### config.mk
export PLATFORM = sky130hd
export DESIGN_NAME = envelope_dry_wet_splicer_core
export DESIGN_NICKNAME = d
export VERILOG_FILES = /design/src/rtl/envds_pkg.sv /design/src/rtl/envelope_dry_wet_splicer_core.sv
export SDC_FILE = /design/constraint.sdc
export NUM_CORES = 2
export LEC_CHECK = 0
export BUFFER_PORTS_ARGS = -buffer_cell sky130_fd_sc_hd__buf_2
export CAP_MARGIN = 20
export CORE_UTILIZATION = 45
export CTS_CLUSTER_SIZE = 14
export DETAILED_ROUTE_END_ITERATION = 8
export GPL_TIMING_DRIVEN = 1
export HOLD_SLACK_MARGIN = 0.1
export PLACE_DENSITY = 0.68
export SLEW_MARGIN = 20
export SYNTH_ARGS = -nofsm -noshare
export SYNTH_HDL_FRONTEND = slang
export SYNTH_SLANG_ARGS = --single-unit
### constraint.sdc
create_clock -name i_clk -period 10.9 [get_ports i_clk]
set_input_delay 2.725 -clock i_clk [delete_from_list [all_inputs] [get_ports i_clk]]
set_output_delay 2.725 -clock i_clk [all_outputs]
set_load 0.01 [all_outputs]
### src/rtl/envds_pkg.sv
// Shared constants and types for the envelope dry/wet splicer.
// Used by envelope_dry_wet_splicer_core; depends on nothing else.
`default_nettype none

package envds_pkg;

    // Width of the dry, wet and mixed audio samples.
    localparam int SAMPLE_BITS = 16;

    // Q1.15 weights: full scale is 1.0 and needs 16 bits unsigned.
    localparam int Q_BITS = 16;
    localparam logic [Q_BITS-1:0] Q_ONE     = 16'd32768;
    localparam logic [Q_BITS-1:0] TRIG_HALF = 16'd16384;

    // Register indexes of the configuration port.
    localparam int CFG_IDX_BITS = 2;
    localparam logic [CFG_IDX_BITS-1:0] CFG_ATTACK_RISE = 2'd0;
    localparam logic [CFG_IDX_BITS-1:0] CFG_ATTACK_FALL = 2'd1;
    localparam logic [CFG_IDX_BITS-1:0] CFG_NOTE_END    = 2'd2;

    // Reset values of the step registers.
    localparam logic [Q_BITS-1:0] RISE_STEP_RST = 16'd683;
    localparam logic [Q_BITS-1:0] FALL_STEP_RST = 16'd14;
    localparam logic [Q_BITS-1:0] NOTE_STEP_RST = 16'd14;

    // Attack envelope phase codes.
    localparam int PH_BITS = 2;
    localparam logic [PH_BITS-1:0] PH_IDLE    = 2'd0;
    localparam logic [PH_BITS-1:0] PH_RISING  = 2'd1;
    localparam logic [PH_BITS-1:0] PH_FALLING = 2'd2;

    typedef logic signed [SAMPLE_BITS-1:0] t_sample;
    typedef logic [Q_BITS-1:0]             t_q;
    // Product of a sample and a weight in 0..1.0.
    typedef logic signed [SAMPLE_BITS+Q_BITS:0] t_prod;

    // A step of zero counts as one, anything above full scale as full scale.
    function automatic t_q clamp_step(input logic [Q_BITS-1:0] s);
        t_q r;
        if (s == '0) begin
            r = t_q'(1);
        end else if (s > Q_ONE) begin
            r = Q_ONE;
        end else begin
            r = s;
        end
        return r;
    endfunction

endpackage

`default_nettype wire

### src/rtl/envelope_dry_wet_splicer_core.sv
// Envelope dry/wet splicer: attack and note-end envelopes driving a dry/wet blend.
// Uses envds_pkg for widths, codes and the step clamp.
//
//  Channel  | Signals                                           | Direction
//  ---------+---------------------------------------------------+----------
//  input    | i_valid, o_stall, i_dry_sample, i_wet_sample,     | in
//           | i_trigger_level, i_dive_target                    |
//  output   | o_valid, i_stall, o_mixed_sample, o_dry_fraction  | out
//  config   | i_cfg_valid, o_cfg_ready, i_cfg_index, i_cfg_data | in
//
// One item can be accepted in every cycle through a four-stage pipeline: input register,
// envelope update, two products, sum with rounding and saturation. Each item passes these
// stages in order, and its result is held in the output register. Each stage holds
// while the next one is full and stalled, so bubbles are squeezed out; the input stalls
// only when all four stages are full and the output is stalled. Synchronous active-low
// reset empties the pipeline, idles the envelopes and restores the step registers.
`default_nettype none

module envelope_dry_wet_splicer_core (
    input  wire                                      i_clk,
    input  wire                                      i_rst_n,
    // input channel
    input  wire                                      i_valid,
    output logic                                     o_stall,
    input  wire signed [envds_pkg::SAMPLE_BITS-1:0]  i_dry_sample,
    input  wire signed [envds_pkg::SAMPLE_BITS-1:0]  i_wet_sample,
    input  wire        [envds_pkg::Q_BITS-1:0]       i_trigger_level,
    input  wire        [envds_pkg::Q_BITS-1:0]       i_dive_target,
    // output channel
    output logic                                     o_valid,
    input  wire                                      i_stall,
    output logic signed [envds_pkg::SAMPLE_BITS-1:0] o_mixed_sample,
    output logic        [envds_pkg::Q_BITS-1:0]      o_dry_fraction,
    // configuration
    input  wire                                      i_cfg_valid,
    output logic                                     o_cfg_ready,
    input  wire        [envds_pkg::CFG_IDX_BITS-1:0] i_cfg_index,
    input  wire        [envds_pkg::Q_BITS-1:0]       i_cfg_data
);

    localparam int SB   = envds_pkg::SAMPLE_BITS;
    localparam int QB   = envds_pkg::Q_BITS;
    localparam int SUMW = SB + QB + 2;
    localparam int RNDW = SUMW - (QB - 1);

    // Step registers, stored already clamped.
    envds_pkg::t_q r_rise_step, r_fall_step, r_note_step;

    // Envelope state.
    logic [envds_pkg::PH_BITS-1:0] r_phase, n_phase;
    envds_pkg::t_q                 r_att_env, n_att_env;
    envds_pkg::t_q                 r_ne_env, n_ne_env;
    logic                          r_trig_high, n_trig_high;

    // Pipeline stages.
    logic                 r_a_vld, r_b_vld, r_c_vld, r_o_vld;
    envds_pkg::t_sample   r_a_dry, r_a_wet;
    envds_pkg::t_q        r_a_trig, r_a_target;
    envds_pkg::t_sample   r_b_dry, r_b_wet;
    envds_pkg::t_q        r_b_mix, n_mix;
    envds_pkg::t_prod     r_c_pdry, r_c_pwet, n_pdry, n_pwet;
    envds_pkg::t_q        r_c_mix;
    envds_pkg::t_sample   r_o_mixed, n_mixed;
    envds_pkg::t_q        r_o_frac;

    logic free_a, free_b, free_c, free_o;

    logic                  high;
    logic [QB:0]           att_up, ne_up;
    envds_pkg::t_q         target, ne_down;
    logic signed [QB:0]    w_dry, w_wet;
    logic signed [SUMW-1:0] acc;
    logic signed [RNDW-1:0] rnd;

    assign free_o = !r_o_vld || !i_stall;
    assign free_c = !r_c_vld || free_o;
    assign free_b = !r_b_vld || free_c;
    assign free_a = !r_a_vld || free_b;

    assign o_stall        = !free_a;
    assign o_valid        = r_o_vld;
    assign o_mixed_sample = r_o_mixed;
    assign o_dry_fraction = r_o_frac;
    assign o_cfg_ready    = 1'b1;

    // Envelope update for the item leaving the input register.
    always_comb begin
        high        = r_a_trig > envds_pkg::TRIG_HALF;
        n_trig_high = high;
        n_phase     = (high && !r_trig_high) ? envds_pkg::PH_RISING : r_phase;
        n_att_env   = r_att_env;
        att_up      = {1'b0, r_att_env} + {1'b0, r_rise_step};

        case (n_phase)
            envds_pkg::PH_RISING: begin
                if (att_up >= {1'b0, envds_pkg::Q_ONE}) begin
                    n_att_env = envds_pkg::Q_ONE;
                    n_phase   = envds_pkg::PH_FALLING;
                end else begin
                    n_att_env = att_up[QB-1:0];
                end
            end
            envds_pkg::PH_FALLING: begin
                if (r_att_env <= r_fall_step) begin
                    n_att_env = '0;
                    n_phase   = envds_pkg::PH_IDLE;
                end else begin
                    n_att_env = r_att_env - r_fall_step;
                end
            end
            default: begin
                n_phase = envds_pkg::PH_IDLE;
            end
        endcase

        target  = (r_a_target > envds_pkg::Q_ONE) ? envds_pkg::Q_ONE : r_a_target;
        ne_up   = {1'b0, r_ne_env} + {1'b0, r_note_step};
        ne_down = (r_ne_env > r_note_step) ? (r_ne_env - r_note_step) : '0;
        if (target > r_ne_env) begin
            n_ne_env = (ne_up < {1'b0, target}) ? ne_up[QB-1:0] : target;
        end else begin
            n_ne_env = (ne_down > target) ? ne_down : target;
        end

        n_mix = (n_att_env > n_ne_env) ? n_att_env : n_ne_env;
    end

    // Products of the blend; both weights are in 0..1.0.
    always_comb begin
        w_dry  = $signed({1'b0, r_b_mix});
        w_wet  = $signed({1'b0, envds_pkg::Q_ONE - r_b_mix});
        n_pdry = envds_pkg::t_prod'(r_b_dry * w_dry);
        n_pwet = envds_pkg::t_prod'(r_b_wet * w_wet);
    end

    // Sum, round half up, saturate.
    always_comb begin
        acc = SUMW'(r_c_pdry) + SUMW'(r_c_pwet) + SUMW'(1 <<< (QB - 2));
        rnd = RNDW'(acc >>> (QB - 1));
        if (rnd[RNDW-1:SB-1] == '0 || rnd[RNDW-1:SB-1] == '1) begin
            n_mixed = rnd[SB-1:0];
        end else if (rnd[RNDW-1]) begin
            n_mixed = {1'b1, {(SB-1){1'b0}}};
        end else begin
            n_mixed = {1'b0, {(SB-1){1'b1}}};
        end
    end

    always_ff @(posedge i_clk) begin
        if (!i_rst_n) begin
            r_rise_step <= envds_pkg::RISE_STEP_RST;
            r_fall_step <= envds_pkg::FALL_STEP_RST;
            r_note_step <= envds_pkg::NOTE_STEP_RST;
        end else if (i_cfg_valid) begin
            case (i_cfg_index)
                envds_pkg::CFG_ATTACK_RISE: r_rise_step <= envds_pkg::clamp_step(i_cfg_data);
                envds_pkg::CFG_ATTACK_FALL: r_fall_step <= envds_pkg::clamp_step(i_cfg_data);
                envds_pkg::CFG_NOTE_END:    r_note_step <= envds_pkg::clamp_step(i_cfg_data);
                default: ;
            endcase
        end
    end

    always_ff @(posedge i_clk) begin
        if (!i_rst_n) begin
            r_phase     <= envds_pkg::PH_IDLE;
            r_att_env   <= '0;
            r_ne_env    <= '0;
            r_trig_high <= 1'b0;
        end else if (r_a_vld && free_b) begin
            r_phase     <= n_phase;
            r_att_env   <= n_att_env;
            r_ne_env    <= n_ne_env;
            r_trig_high <= n_trig_high;
        end
    end

    always_ff @(posedge i_clk) begin
        if (!i_rst_n) begin
            r_a_vld <= 1'b0;
            r_b_vld <= 1'b0;
            r_c_vld <= 1'b0;
            r_o_vld <= 1'b0;
        end else begin
            if (free_a) r_a_vld <= i_valid;
            if (free_b) r_b_vld <= r_a_vld;
            if (free_c) r_c_vld <= r_b_vld;
            if (free_o) r_o_vld <= r_c_vld;
        end
    end

    always_ff @(posedge i_clk) begin
        if (free_a) begin
            r_a_dry    <= i_dry_sample;
            r_a_wet    <= i_wet_sample;
            r_a_trig   <= i_trigger_level;
            r_a_target <= i_dive_target;
        end
        if (free_b) begin
            r_b_dry <= r_a_dry;
            r_b_wet <= r_a_wet;
            r_b_mix <= n_mix;
        end
        if (free_c) begin
            r_c_pdry <= n_pdry;
            r_c_pwet <= n_pwet;
            r_c_mix  <= r_b_mix;
        end
        if (free_o) begin
            r_o_mixed <= n_mixed;
            r_o_frac  <= r_c_mix;
        end
    end

endmodule

`default_nettype wire
==> reports/qor.yml <==
status: "finished clean"
vias_per_cell: 5.23
cap_violations: 0
syn_to_final_growth_pct: 8.58
clock_latency_ns: 0.59
htree_levels: 2
max_slew_margin_pct: 24.8
gp_congestion: 0.908
dr.pass1.iters: 5
routed_wl_mm: 86.6
dieArea_sq_mm: 0.0787
critPathArrivalTime_ns: 9.22
post-route-period-util_pct: 81.6
grt_pass1_vias: 25300
clkTransAtPathRegs_ns: 0.06
numCtsBuffers: 41
vias: 24900
io_buffers: 120
grt_pass1_wl_mm: 139
crit_fanout: 20
yosysSeqAreaShare_pct: 24.4
synth_top_flop_cell: "edfxtp_1"
pre_cts_slack_ns: 2.05
synth.top_cell.area_share_pct: 22.5
timing.fmax_ghz: 0.112
worstSetupPathType: "register to register"
yosysMostFrequentCell: "inv_1"
ios: 122
synth-seq-cells: 313
dp_hpwl_mm: 67.4
rsz0062_at_grt: "no"
setup_viol: 0
slowest_stage: "edfxtp_1"
crit_family: "adder cells"
min_from: "r_c_mix[13]$_DFFE_PP_"
nets: 4614
clock_skew_ns: 0.0205
netlist_area_sq_mm: 0.0349
core_sq_mm: 0.0763
drtIter0Drc: 1736
drc: 0
finalHoldViolCount: 0
drive_above_1_share_pct: 7.50
synth.avg_cell_area_sq_um: 9.60
wire_per_inst_um: 18.2
async_reset_ff_share_pct: 0
yosysWarnings: 0
start_util_pct: 45.7
synth_area_leader_cell: "fa_1"
synth_edf_count: 226
cp-startpoint: "r_b_mix[2]$_DFFE_PP_"
fin_area_sq_mm: 0.0379
yosys-top-cells-area: "fa_1 22%, edfxtp_1 19%, ha_1 16%"
tightest_slew_ns: 1.13
cts.sinks: 313
syn_nets: 4554
cts_tree: "done"
grt_overflow: 0
grt_max_degree: 80
synth_common_cells: "616 x inv_1, 437 x ha_1, 392 x fa_1"
syn_inst: 3638
setup_slack_ns: 2.00
antenna_found_initial: 1
postPlaceCellArea_sq_mm: 0.0365
path_buf_inv: 4
crit_path_frequent_cell: "fa_1"
slowest_delay_ns: 0.68
post-cts-setup-buffers: 0
hold_class: "register to register"
post_cts.resized_instances: 0
period_minus_slack_ns: 8.90
rows: 101
yosys.cell_types.count: 84
cts_root_buf: "clkbuf_16"
timing.hold.ws_ns: 0.416
ctsLongestPathBuffers: 3
r2r_start: "r_b_mix[2]$_DFFE_PP_"
crit_required_ns: 11.22
grt_use_total_pct: 22.6
cp-start-kind: "register"
hold_buffers: 0
endpoint_kind: "register"
die_h_um: 281
slew_viol_final: 0
fp.dieW_um: 281
antenna_left: 0
finalSetupTns_ns: 0
==> layout make-up <==
cell class	instances	area, sq um
repair buffers	148	818
flip-flops and latches	313	8530
inverters	620	2330
well taps	1030	1290
fillers	7072	38400
multi-input cells	2574	23600
clock buffers	49	1100
clock inverters	27	275
diodes	1	2.50
==> registers in the layout, summed over array words and instances, names as in the netlist <==
signal	count
r_trig_high	1
r_b_wet	16
r_a_target	16
o_valid	1
r_att_env	16
r_a_trig	16
o_mixed_sample	16
r_note_step	16
r_a_wet	16
r_rise_step	16
r_phase	2
r_c_mix	16
r_b_vld	1
r_ne_env	16
r_b_mix	16
r_c_pwet	33
r_b_dry	16
r_c_pdry	33
r_fall_step	16
r_a_dry	16
r_c_vld	1
o_dry_fraction	16
r_a_vld	1
==> routing by layer <==
metal	GRT usage (%)	up-vias	share of wire, %
met3	4.12	119	6.6
met5	0	-	0
met2	36.9	696	46
met1	30.5	12200	44
met4	6.32	0	2.8
li1	-	12000	-
==> per-stage QoR <==
stage	cells	utilization, %
after floorplan	3638	-
after global placement	4684	47.9
after detailed placement	4684	47.9
after CTS	4760	49.6
after global routing	4762	49.7
final	4762	49.7
==> path summary, 6_finish.rpt <==
kind                                  endpoint  slack, ns  depth (start not counted)
setup reg to reg        r_c_pwet[31]$_DFFE_PP_       2.00                         29
setup / recovery        r_c_pwet[31]$_DFFE_PP_       2.00                         29
hold / removal    o_dry_fraction[13]$_DFFE_PP_       0.42                          0
hold reg to reg   o_dry_fraction[13]$_DFFE_PP_       0.42                          0
==> cell families (layout without fill, tap and decap cells) <==
kind of cell    Yosys count  after routing  share of synthesized area, %
compound gates          489            489                          9.51
other cells               1              2                        0.0107
fa+ha+maj               829            829                          38.1
simple gates           1060           1060                          14.6
mux                      57             57                          1.66
xor+xnor                138            138                          3.48
flops                   313            313                          24.4
buf+inv                 751            844                          8.20
==> placed cells by master (no fill, tap or decap), types with 13 or more instances in the layout <==
master,count
nand2_1,374
nor4_1,16
nand2b_1,42
ha_1,437
fa_1,392
nor2_1,221
o21ai_1,17
buf_4,27
o21ai_0,61
a21o_1,55
edfxtp_1,226
a21oi_1,147
clkbuf_16,41
xor2_1,41
nor3_1,33
nand4_1,27
o211ai_1,28
and2_1,230
a31oi_1,13
inv_1,614
xnor2_1,92
o21bai_1,25
nor2b_1,30
dfxtp_1,87
nand3_1,36
mux2i_1,49
a211oi_1,19
buf_2,120
o21a_1,36
Power is not shown: default switching activity piles up to over one toggle a cycle in this logic, so the estimate is an artifact.
